<file path="config.mk">
export PLATFORM = sky130hd
export DESIGN_NAME = srt_idgen
export DESIGN_NICKNAME = d
export VERILOG_FILES = /design/src/design/stream_id_renumber_table_macros.svh /design/src/design/srt_pkg.sv /design/src/design/srt_idgen.sv
export SDC_FILE = /design/constraint.sdc
export NUM_CORES = 1
export LEC_CHECK = 0
export CORE_AREA = 10 10 87 89
export DETAILED_ROUTE_END_ITERATION = 10
export DIE_AREA = 0 0 97 99
export DONT_BUFFER_PORTS = 1
export SLEW_MARGIN = 30
export SYNTH_ARGS = -nofsm -noshare
export SYNTH_HDL_FRONTEND = slang
export SYNTH_SLANG_ARGS = --single-unit
</file>
<file path="constraint.sdc">
create_clock -name clk_i -period 5.4 [get_ports clk_i]
set_input_delay 0.81 -clock clk_i [delete_from_list [all_inputs] [get_ports clk_i]]
set_output_delay 0.81 -clock clk_i [all_outputs]
set_load 0.005 [all_outputs]
</file>
<file path="src/design/stream_id_renumber_table_macros.svh">
// assertion helpers for the stream id renumbering block
// every macro samples on clk_i and is quiet while rst_ni is low
`ifndef STREAM_ID_RENUMBER_TABLE_MACROS_SVH
`define STREAM_ID_RENUMBER_TABLE_MACROS_SVH

// implication or plain property, checked on every clock edge out of reset
`define SRT_ASSERT(label, prop, msg) \
  label: assert property (@(posedge clk_i) disable iff (!rst_ni) prop) else $error(msg);

// condition that must never be seen
`define SRT_ASSERT_NEVER(label, expr, msg) \
  label: assert property (@(posedge clk_i) disable iff (!rst_ni) !(expr)) else $error(msg);

`endif

</file>
<file path="src/design/srt_pkg.sv">
`default_nettype none

package srt_pkg;

  localparam int unsigned StreamIdW = 32;
  localparam int unsigned MappedIdW = 12;
  localparam int unsigned CounterW  = 11;
  localparam int unsigned SourceW   = 3;

  localparam logic [CounterW-1:0] CounterMax = 11'd2047;

  typedef struct packed {
    logic [SourceW-1:0]          source_index;
    logic signed [StreamIdW-1:0] stream_id;
  } in_req_t;

  typedef struct packed {
    logic signed [MappedIdW-1:0] mapped_id;
    logic                        newly_assigned;
    logic                        table_full;
  } out_rsp_t;

  // one table entry as held in the memory
  typedef struct packed {
    logic [StreamIdW-1:0] seen_id;
    logic [MappedIdW-1:0] assigned_id;
  } entry_t;

  // request to the id generator
  typedef struct packed {
    logic take;
    logic negative;
  } id_req_t;

  typedef enum logic [2:0] {
    StIdle,
    StStart,
    StScan,
    StDecide,
    StResp
  } state_e;

endpackage

`default_nettype wire

</file>
<file path="src/design/srt_idgen.sv">
`default_nettype none

module srt_idgen (
  input  wire logic                              clk_i,
  input  wire logic                              rst_ni,
  input  wire srt_pkg::id_req_t                  id_req_i,
  output      logic [srt_pkg::MappedIdW-1:0]     id_code_o
);

  logic [srt_pkg::CounterW-1:0] pos_q, pos_d;
  logic [srt_pkg::CounterW-1:0] neg_q, neg_d;
  logic [srt_pkg::CounterW-1:0] pos_nx, neg_nx;

  // both counters stick at their top value
  assign pos_nx = (pos_q == srt_pkg::CounterMax) ? pos_q : pos_q + 11'd1;
  assign neg_nx = (neg_q == srt_pkg::CounterMax) ? neg_q : neg_q + 11'd1;

  always_comb begin
    pos_d = pos_q;
    neg_d = neg_q;
    if (id_req_i.take) begin
      if (id_req_i.negative) begin
        neg_d = neg_nx;
      end else begin
        pos_d = pos_nx;
      end
    end
  end

  // negative ids are the two's complement of the magnitude
  assign id_code_o = id_req_i.negative ? (12'd0 - {1'b0, neg_nx}) : {1'b0, pos_nx};

  always_ff @(posedge clk_i or negedge rst_ni) begin
    if (!rst_ni) begin
      pos_q <= '0;
      neg_q <= '0;
    end else begin
      pos_q <= pos_d;
      neg_q <= neg_d;
    end
  end

endmodule

`default_nettype wire

</file>
# Word level (Yosys, flattened, before mapping)
# Cells that the tools add are included.
# totals
out_inout_bits	12
ram_bits	0
inputBits	4
mem_count	0
romBits	0
latch_bits	0
reg_bits	22
# classes
n_bitwise	1
magnitude_cmp	0
n_reduce_logical	2
muxes	3
n_shift	0
eq_ne	2
multipliers	0
n_div	0
add_sub_neg	3
# op_table
operator	n
11-bit by 1-bit adder with 11-bit output (second input constant)	2
11-bit equality test (second input constant)	2
11-bit 2-to-1 mux	2
12-bit 2-to-1 mux	1
1-bit by 11-bit subtractor with 12-bit output (first input constant)	1
2-bit AND reduction	2
1-bit NOT	1

# Longest topological paths before layout
# Gate-level depths: netlist of run 1.
# logic_depth
word_depth	4
depth_mapped	10
ltp_nobuf	9

# Worst setup path after synthesis of run 1
# Ideal clock, no wire load.
# synth_timing
path_type	register to output
startpoint	register neg_q[0] (netlist bit)
endpoint	output port id_code_o[10] (netlist bit)
stages_incl_launch_ff	11
arrival_time_ns	2.439
setup_slack_ns	2.151
t_required_ns	4.590
path_buffers	1
cell_sequence	dfrtp_1 > ha_1 > nand4_2 > or3_1 > buf_6 > xnor2_1 > ha_1 > inv_1 > nor4b_2 > nand4_1 > a31oi_1
# synth_between
elab_chain_len	4
elab_cells_between_ends	5
classes_between	add/sub: 2; eq/ne: 1; mux: 2
# synth_rtl
item	line_no	source
from (decl)	srt_idgen.sv:11	logic [srt_pkg::CounterW-1:0] neg_q, neg_d;
from (signal assigned)	srt_idgen.sv:39	neg_q <= neg_d;
11-bit by 1-bit adder with 11-bit output or 11-bit equality test (tied branches)	srt_idgen.sv:16	assign neg_nx = (neg_q == srt_pkg::CounterMax) ? neg_q : neg_q + 11'd1;
11-bit 2-to-1 mux *	srt_idgen.sv:16	
1-bit by 11-bit subtractor with 12-bit output *	srt_idgen.sv:31	assign id_code_o = id_req_i.negative ? (12'd0 - {1'b0, neg_nx}) : {1'b0, pos_nx};
12-bit 2-to-1 mux *	srt_idgen.sv:31	
to (decl)	srt_idgen.sv:7	output logic [srt_pkg::MappedIdW-1:0] id_code_o
# Mark *: on every way between the ends. The rest lies on a longest branch, timed or not.

# Worst setup path in the final report of run 1
# Same ends and word-level chain as after synthesis.

==> results of run 1 <==
[stage by stage]
stage	setup WS, ns	std cells	power (W)	utilization	cell area [um2]
after floorplan	2.15	204	0.000609	-	1720
after global placement	1.86	272	0.000704	0.303	1770
after detailed placement	1.76	272	0.000709	0.303	1770
after CTS	1.43	276	0.000871	0.315	1850
after global routing	1.20	276	0.000936	0.315	1850
final	1.48	276	0.000857	0.315	1850
[worst reg2reg max path, stage by stage (launching register included)]
cell and delay, ns:
dfrtp_1 0.48, ha_1 0.30, nand4_2 0.16, or3_1 0.52, a21oi_1 0.37, mux2_2 0.22
[metal layers]
layer | vias to the layer above | global-route usage | part of all wire
li1 | 729 | - | -
met1 | 643 | 0.0997 | 0.46
met2 | 23 | 0.142 | 0.48
met3 | 5 | 0.0307 | 0.058
met4 | 0 | 0.0182 | 0.0052
met5 | - | 0 | 0
[worst min path at each step]
stage	start	to	slack, ns
6_report	rst_ni	neg_q[2]$_DFFE_PN0P_	0.22
4_1_cts	rst_ni	neg_q[0]$_DFFE_PN0P_	0.22
2_1_floorplan	pos_q[4]$_DFFE_PN0P_	pos_q[4]$_DFFE_PN0P_	0.48
3_3_place_gp	pos_q[4]$_DFFE_PN0P_	pos_q[4]$_DFFE_PN0P_	0.51
3_5_place_dp	pos_q[4]$_DFFE_PN0P_	pos_q[4]$_DFFE_PN0P_	0.51
5_1_grt	rst_ni	pos_q[10]$_DFFE_PN0P_	0.20
[state kept, by name (all words and copies together) (netlist names)]
signal,cells
neg_q,11
pos_q,11
[logic make-up (layout without fill, tap and decap cells)]
| logic type | count (synthesis) | count (layout) | synth area share |
|---|---|---|---|
| AO/OA/AOI/OAI | 41 | 41 | 0.165 |
| XOR/XNOR | 25 | 25 | 0.128 |
| adder cells (fa/ha/maj) | 3 | 3 | 0.0219 |
| buffers and inverters | 12 | 9 | 0.0314 |
| flip-flops | 22 | 22 | 0.321 |
| multiplexers | 11 | 11 | 0.0656 |
| AND/OR/NAND/NOR | 90 | 90 | 0.268 |
[cell type report]
class	count	area share
Multi-Input combinational cell	170	0.602
Tap cell	75	0.0508
Clock buffer	3	0.0224
Clock inverter	1	0.0163
Inverter	5	0.0102
Sequential cell	22	0.298
[power breakdown]
| part | total (W) | leakage [nW] | switching [W] | internal (W) |
|---|---|---|---|---|
| clock network | 0.000157 | 0.0357 | 0.0000581 | 0.0000991 |
| registers | 0.000298 | 0.286 | 0.0000836 | 0.000214 |
| logic | 0.000401 | 0.367 | 0.000237 | 0.000165 |
| total | 0.000857 | 0.689 | 0.000378 | 0.000478 |
[cell usage in the layout, fill, tap and decap left out, types with 2 or more instances in the layout]
cell type	count
nand2_1	26
dfrtp_1	22
nor2_1	20
nand3_1	14
xnor2_1	13
o21ai_0	13
xor2_1	12
mux2i_1	9
nor3_1	5
nand4_1	5
a21oi_1	5
inv_1	4
o31ai_1	4
and2_1	3
o211ai_1	3
ha_1	3
clkbuf_8	3
or3_1	2
a31o_2	2
and3_1	2
nor4_1	2
o21a_1	2
nor2b_1	2
and4_1	2
a21boi_0	2
mux2_2	2
==> impl_results.md, run 1 <==
* Top cell by count, worst path: ha_1
* Die extent in x at 97 um
* Number of fillers in the final layout at about 630
* Critical Path Sink: id_code_o[10]
* Max Fanout on Critical Path at 8
* Buffers added on ports at 0
* Iter 0 DRT Violations at 117
* Yosys top cell by area: dfrtp_1
* Hold_buf cts at 0
* Crit path launch: neg_q[0]$_DFFE_PN0P_
* Ys async rst share at 1.00
* Number of antenna violations at the first check in global routing at 0
* Area inside the core boundary at roughly 5900 um2
* Number of clock sinks at 22
* Buffer depth of the longest clock path at 2
* Endpoint required time on the critical path at 4.59 ns
* Clock input transition at the sequential cells of the worst setup and hold paths at 0.08 ns
* Endpoint type of the worst setup path: output port
* Number of clock buffers inserted by TritonCTS at 3
* Total nets after synthesis at 211
* Worst path slowest cell: or3_1
* Number of standard-cell rows in the floorplan at 28
* Worst Skew at 0.00425 ns
* Count of boundary I/O pins at 16
* Footprint of the flip-flops and latches at 551 um2
* End of the worst register-to-register path: neg_q[2]$_DFFE_PN0P_
* Remaining antenna violation count at 0
* Die H at 99 um
* Via count of the first global-routing pass at around 1400
* Register-to-register path setup slack at 3.30 ns
* Resize count post-CTS at 0
* Main flop type after synthesis: dfrtp_1
* Worst hold-check slack at about 0.22 ns
* RSZ-0062 raised after global routing: false
* Maximum number of pins on one net before global-route repair at 23
* Worst Path Arrival at 3.11 ns
* Area occupied by multi-input gates at around 1100 um2
* Worst r2r path cells at 5
* Setup TNS at 0 ns
* Cells after Synth at 204
* P&R area growth vs syn at 7.59%
* Sum of overflow across all layers after global routing at 0
* Cell chain of the critical path: ha_1 -> nand4_2 -> or3_1 -> xnor2_1 -> ha_1 -> inv_1 -> nor4b_2 -> nand4_1 -> a31oi_1
* Worst rel slew slack at 0.687
* Final Hold Vio Count at 0
* Detailed-route via count at between 1000 and 1500
* Total number of nets in the final design at 209
* Antenna cells at 0
* Share of post-route cells with drive strength above 1 at 0.0846
* Sequential share of the synthesized area at 0.321
* Total routing usage reported by global routing at 0.0842
* EDFF count, synth at 0
* Max Slew Vio Count at 0
* Kind of cell with the highest combined delay on the critical path: simple AND/OR/NAND/NOR gates
* CTS tree: yes
* Number of H-tree branching levels at 1
* Power Density at 464 nW/um2
* Total Wirelength at 4020 um
* Post-DR wirelength/cell at between 10 and 15 um
* Transition time of the tightest slew-check pin at roughly 0.46 ns
* Post-synthesis sequential element count at 22
* Min Tclk post-route at 3.92 ns
* Number of distinct library cells after synthesis at 46
* Syn_area_per_cell at 8.41 um2
* Final worst-path cycle share at 0.725
* Leakage power at 0.689 nW
* Total half-perimeter wirelength after legalization and detailed placement at 3180 um
* Most common cell in the netlist: nand2_1
* Total die area at 9600 um2
* Final setup violation count at 0
* Routability congestion estimate at 0.847
* Starting density of the core at 0.293
* Detailed-routing iteration count for the pre-antenna-repair pass at 4
* Cell Area, Synth at 1720 um2
* Startpoint kind of the worst setup timing path: flip-flop
* Type of the worst setup path: flip-flop to output port
* Ys Warns at 0
* Cell types with the largest area share after synthesis: dfrtp_1 32%, xnor2_1 6.6%, xor2_1 6.1%
* Remaining design rule violation count at 0
* Avg Vias per Cell at about 5
* VDD IR-drop max at 204 uV
* Number of buffers added for setup after CTS at 0
* Depth of the critical timing path with buffers and inverters included at 9
* Buffers and inverters on the worst path at 1
* Max cap viols at 0
* Global-route wire length before repair at 6940 um
* Result of the run: complete, no violations
* Fraction of post-synthesis cell area in the top cell type by area at 0.321
* Root Buffer: clkbuf_8
* Path type of the worst min-delay path: input pin to asynchronous set/reset pin
* Max incr delay on CP at 0.52 ns
* Clock network latency to the later pin of the worst-skew pair at about 0.27 ns
* Fmax achieved at roughly 0.26 GHz
* Synth cell count leaders: 26 x nand2_1, 22 x dfrtp_1, 20 x nor2_1, 14 x nand3_1
* Critical register-to-register path startpoint: neg_q[0]$_DFFE_PN0P_
Note: power is estimated with default switching activity, not from simulation.
==> run 2: changes to the inputs <==
Clock period 5.4 ns to 4 ns, I/O delays scaled along.
==> run 2 against run 1 <==
Worst setup slack worse by 1.1 ns. Power up 36%. Sequential power grew 35%. Via count grew 0.29%. Register-to-register slack lost 1.3 ns. Sequential share of layout area fell by 0.40 points. First-iteration DRC count shrank 32%. Clock power rose by 36%. Utilization is 0.43 points higher. Global-route usage rose by 0.055 points. Sequential cell count stayed put. Wire length increased by 0.55%.
==> impl_results.md, run 2 (synthesis results as in run 1) <==
* Top cell by count, worst path: ha_1
* Largest regs: neg_q: 11 flops, pos_q: 11 flops
* Switching Fraction at 0.443
* P&R area growth vs syn at 9.04%
* Number of buffers added for setup after CTS at 0
* Antenna cells at 0
* Share of power burned in registers at 0.346
* Buffer depth of the longest clock path at 2
* Die H at slightly below 100 um
* Combinational cell fraction of total power at 0.470
* Global-route wire length before repair at a little under 7000 um
* Register-to-register path setup slack at 1.98 ns
* Min Tclk post-route at 3.60 ns
* RSZ-0062 raised after global routing: false
* Total number of nets in the final design at 210
* Top library cells by usage in the layout, fill and taps aside: 26 x nand2_1, 22 x dfrtp_1, 20 x nor2_1, 14 x nand3_1
* Worst path slowest cell: dfrtp_1
* Cell-internal power at 0.000647 W
* Leakage power at 0.700 nW
* Endpoint type of the worst setup path: output port
* Fmax achieved at 0.278 GHz
* Avg Vias per Cell at 5.07
* Clock network latency to the later pin of the worst-skew pair at roughly 0.27 ns
* Total Wirelength at 4040 um
* Result of the run: complete, no violations
* Routability congestion estimate at approximately 0.85
* Root Buffer: clkbuf_8
* Buffers added on ports at 0
* Global routing's busiest layer: met2
* CTS tree: yes
* Max Slew Vio Count at 0
* Total routing usage reported by global routing at 0.0847
* Worst Path Arrival at 3.00 ns
* Detailed-route via count at 1404
* Max Fanout on Critical Path at 8
* Remaining design rule violation count at 0
* Area inside the core boundary at 5850 um2
* Met3 GRT Util at 0.0328
* Number of clock sinks at 22
* Number of antenna violations at the first check in global routing at 0
* Buffers and inverters on the worst path at 1
* Max cap viols at 0
* Power Density at 621 nW/um2
* Kind of cell with the highest combined delay on the critical path: simple AND/OR/NAND/NOR gates
* Total half-perimeter wirelength after legalization and detailed placement at 3150 um
* Max incr delay on CP at 0.48 ns
* VDD IR-drop max at about 250 uV
* Final worst-path cycle share at 0.900
* Fin cells at 277
* M2 GR Usage at 0.142
* Placed instance count at 272
* Type of the worst setup path: flip-flop to output port
* Worst Skew at between 0.002 and 0.0025 ns
* Worst rel slew slack at 0.691
* Final Hold Vio Count at 0
* Startpoint kind of the worst setup timing path: flip-flop
* Global routing met1 resource utilization at 0.0996
* Count of boundary I/O pins at 16
* Path type of the worst min-delay path: input pin to asynchronous set/reset pin
* Via count of the first global-routing pass at about 1400
* Share of post-route cells with drive strength above 1 at 0.0941
* Remaining antenna violation count at 0
* Total die area at around 9600 um2
* Detailed-routing iteration count for the pre-antenna-repair pass at 4
* Number of H-tree branching levels at 1
* Cell chain of the critical path: ha_1 -> nand4_2 -> or3_4 -> xnor2_1 -> ha_1 -> inv_1 -> nor4b_2 -> nand4_1 -> a31oi_1
* Setup TNS at 0 ns
* Endpoint required time on the critical path at 3.40 ns
* Starting density of the core at 0.293
* Sum of overflow across all layers after global routing at 0
* Final setup violation count at 0
* Die extent in x at 97 um
* Post-DR wirelength/cell at about 15 um
* Reported net switching power at 0.000514 W
* Clk pwr share at 0.184
* Number of clock buffers inserted by TritonCTS at 3
* Maximum number of pins on one net before global-route repair at 23
* Most common library cell in the layout ignoring fill and taps: nand2_1
* Iter 0 DRT Violations at 79
* Number of standard-cell rows in the floorplan at 28
* Clock input transition at the sequential cells of the worst setup and hold paths at 0.09 ns
* Transition time of the tightest slew-check pin at 0.451 ns
run 2: changes by cell type in the layout (fill, tap and decap cells not counted):
cell,delta
buf_12,+1
or3_1,-1
or3_4,+1
run 2: what timing repair did:
action / 4_1_cts / 5_1_grt
setup endpoints to repair: 0 / 1
hold endpoints to repair: 0 / 22
resized for setup: 0 / 1
hold buffers: 0 / 1
run 2: power groups by stage:
stage | clock network [W] | registers, W | logic [W]
final | 0.000213 | 0.000402 | 0.000546
after global routing | 0.000233 | 0.000419 | 0.000625
after CTS | 0.000222 | 0.000400 | 0.000553
after global placement | 0 | 0.000402 | 0.000549
after floorplan | 0 | 0.000372 | 0.000450
after detailed placement | 0 | 0.000405 | 0.000550
run 2: final timing paths:
kind,cells after the start,to,start
max,9,id_code_o[10],neg_q[0]$_DFFE_PN0P_
min in group clk_i,1,pos_q[4]$_DFFE_PN0P_,pos_q[4]$_DFFE_PN0P_
min,1,neg_q[3]$_DFFE_PN0P_,rst_ni
min reg2reg,1,pos_q[4]$_DFFE_PN0P_,pos_q[4]$_DFFE_PN0P_
max reg2reg,5,neg_q[2]$_DFFE_PN0P_,neg_q[0]$_DFFE_PN0P_
max in group asynchronous,1,neg_q[2]$_DFFE_PN0P_,rst_ni
run 2: routing by layer:
metal	wire (um)	share of wire
met1	1870	0.46
met4	21	0.0052
met5	0	0
met2	1950	0.48
met3	197	0.049
run 2: area by class of cell:
type,count,area [um2]
fill,608,3980
multi-input combinational,170,1120
sequential,22,551
tap,75,93.8
clock buffer,3,41.3
clock inverter,1,30.0
timing repair buffer,1,20.0
inverter,5,18.8
run 2: through the flow:
step           power, W  setup WS [ns]   util  instance area, um2  hold slack (ns)
5_1_grt         0.00128         0.0950  0.320                1870            0.121
4_1_cts         0.00118          0.244  0.315                1850          0.00195
2_1_floorplan  0.000822          0.961      -                1720            0.304
6_report        0.00116          0.399  0.320                1870            0.127
3_5_place_dp   0.000954          0.583  0.303                1770            0.306
3_3_place_gp   0.000951          0.667  0.303                1770            0.306
==> run 3: changes to the inputs <==
Settings changed: CELL_PAD_IN_SITES_DETAIL_PLACEMENT from default to 1, CELL_PAD_IN_SITES_GLOBAL_PLACEMENT from default to 1, PLACE_DENSITY_LB_ADDON from default to 0.1.
==> run 3 against run 2 <==
Non-clock buffer count is the same. Register-to-register slack worse by 0.12 ns. First-iteration DRC count down 56%. Critical endpoint unchanged.
==> impl_results.md, run 3 (synthesis results as in run 1) <==
* Result of the run: complete, no violations
* Buffers and inverters on the worst path at 1
* Switching Fraction at 0.479
* DR WL met2 at 2450 um
* Area occupied by multi-input gates at 1120 um2
* Cell chain of the critical path: ha_1 -> nand4_2 -> or3_1 -> xnor2_1 -> ha_1 -> inv_1 -> nor4b_4 -> nand4_1 -> a31oi_1
* Total power at roughly 0.0011 W
* Remaining antenna violation count at 0
* Buffer depth of the longest clock path at 2
* Clock input transition at the sequential cells of the worst setup and hold paths at 0.09 ns
* Leakage power at 0.686 nW
* Top library cells by usage in the layout, fill and taps aside: 26 x nand2_1, 22 x dfrtp_1, 20 x nor2_1, 14 x nand3_1
* Count of boundary I/O pins at 16
* Endpoint required time on the critical path at 3.40 ns
* Depth of the critical timing path with buffers and inverters included at 9
* Reported net switching power at 0.000538 W
* Clk pwr share at 0.130
* Max cap viols at 0
* Antenna cells at 0
* Most common library cell in the layout ignoring fill and taps: nand2_1
* Share of power burned in registers at 0.361
* Detailed-route via count at 1444
* CTS tree: yes
* Fmax achieved at 0.271 GHz
* P&R area growth vs syn at 6.93%
* Worst Path Arrival at 3.09 ns
* Post-DR wirelength/cell at around 17 um
* Remaining design rule violation count at 0
* Buffers added on ports at 0
* Share of post-route cells with drive strength above 1 at 0.0796
* Die extent in x at roughly 97 um
* Post-route met1 wirelength at about 2100 um
* Setup TNS at 0 ns
* Final Hold Vio Count at 0
* Number of H-tree branching levels at 1
* Kind of cell with the highest combined delay on the critical path: simple AND/OR/NAND/NOR gates
* Max incr delay on CP at between 0.5 and 0.6 ns
* Clock network latency to the later pin of the worst-skew pair at 0.27 ns
* Maximum number of pins on one net before global-route repair at 23
* Footprint of the flip-flops and latches at between 500 and 600 um2
* Die H at 99 um
* Final setup violation count at 0
* Worst rel slew slack at 0.627
* Via count of the first global-routing pass at 1437
* Total number of nets in the final design at 210
* Total half-perimeter wirelength after legalization and detailed placement at 3700 um
* Iter 0 DRT Violations at 35
* Cell-internal power at 0.000585 W
* Fin cells at 276
* Worst path slowest cell: or3_1
* Sum of overflow across all layers after global routing at 0
* Number of clock sinks at 22
* RSZ-0062 raised after global routing: false
* Placed instance count at 272
* Total routing usage reported by global routing at 0.0966
* Largest regs: neg_q: 11 flops, pos_q: 11 flops
* Register-to-register path setup slack at 1.86 ns
* Area inside the core boundary at slightly below 6000 um2
* Path type of the worst min-delay path: input pin to asynchronous set/reset pin
* Total die area at 9600 um2
* VDD IR-drop max at 290 uV
* Amount of wire on met3 after detailed routing at 136 um
* Combinational cell fraction of total power at 0.509
* Root Buffer: clkbuf_8
* Max Slew Vio Count at 0
* Top Layer Used: met4
* End of the worst register-to-register path: neg_q[2]$_DFFE_PN0P_
* Critical register-to-register path startpoint: neg_q[0]$_DFFE_PN0P_
* Number of buffers added for setup after CTS at 0
* Final worst-path cycle share at 0.922
* Endpoint type of the worst setup path: output port
* Total Wirelength at 4690 um
* Top cell by count, worst path: ha_1
* Type of the worst setup path: flip-flop to output port
* Number of standard-cell rows in the floorplan at 28
* Transition time of the tightest slew-check pin at 0.557 ns
* Detailed-routing iteration count for the pre-antenna-repair pass at 4
* Global-route wire length before repair at between 7000 and 8000 um
* Min Tclk post-route at between 3 and 4 ns
* Number of antenna violations at the first check in global routing at 0
* Worst r2r path cells at 5
* Number of clock buffers inserted by TritonCTS at 3
* Avg Vias per Cell at 5.23
* Starting density of the core at 0.293
* Routability congestion estimate at 0.832
* Startpoint kind of the worst setup timing path: flip-flop
* Max Fanout on Critical Path at 8
* Power Density at 612 nW/um2
* Number of fillers in the final layout at 701
* Worst Skew at 0.00765 ns
[run 3: cell types whose count changed in the layout (fill, tap and decap cells not counted)]
cell	previous run	this run
or3_4	1	0
dlygate4sd3_1	0	1
or3_1	1	2
nor4b_2	1	0
buf_12	1	0
nor4b_4	0	1
bufinv_16	1	0
[run 3: worst max-delay path by stage]
stage	end	from	slack, ns
floorplan	id_code_o[10]	neg_q[0]$_DFFE_PN0P_	0.96
global placement	id_code_o[10]	neg_q[0]$_DFFE_PN0P_	0.60
detailed placement	id_code_o[10]	neg_q[0]$_DFFE_PN0P_	0.50
CTS	id_code_o[10]	neg_q[0]$_DFFE_PN0P_	0.17
global route	id_code_o[10]	neg_q[0]$_DFFE_PN0P_	0.05
finish	id_code_o[10]	neg_q[0]$_DFFE_PN0P_	0.31
[run 3: area by class of cell]
type | count | area share
Multi-Input combinational cell | 170 | 0.611
Inverter | 5 | 0.0102
Timing Repair Buffer | 1 | 0.00546
Tap cell | 75 | 0.0512
Clock buffer | 3 | 0.0225
Sequential cell | 22 | 0.300
[run 3: timing repair]
item / in CTS / in global routing
hold buffers: 0 / 1
hold endpoints to repair: 0 / 11
endpoints found under the setup margin: 0 / 2
resized for setup: 0 / 1
[run 3: worst register-to-register path, delay by kind of cell, from the launching register on]
kind	cells	cell delay [ns]
and+or+nand+nor	2	0.68
DFF	1	0.48
AOI/OAI and AO/OA	1	0.40
adders and majority gates	1	0.30
muxes	1	0.22
[run 3: layer usage]
layer	up-vias	GRT usage
li1	726	-
met1	706	0.112
met2	10	0.174
met3	2	0.0230
met4	0	0.0238
met5	-	0
[run 3: power groups by stage]
stage | sequential, W | combinational [W] | clock (W)
3_5_place_dp | 0.000411 | 0.000567 | 0
3_3_place_gp | 0.000405 | 0.000560 | 0
2_1_floorplan | 0.000372 | 0.000450 | 0
5_1_grt | 0.000421 | 0.000649 | 0.000164
4_1_cts | 0.000406 | 0.000573 | 0.000154
6_report | 0.000406 | 0.000571 | 0.000146
[run 3: metrics by stage]
step	hold WS (ns)	cell area (um2)	utilization	worst slack, ns
5_1_grt	0.00219	1830	0.314	0.0491
3_3_place_gp	0.305	1770	0.303	0.603
2_1_floorplan	0.304	1720	-	0.961
4_1_cts	0.00544	1820	0.310	0.172
6_report	0.0207	1830	0.314	0.311
3_5_place_dp	0.306	1770	0.303	0.499
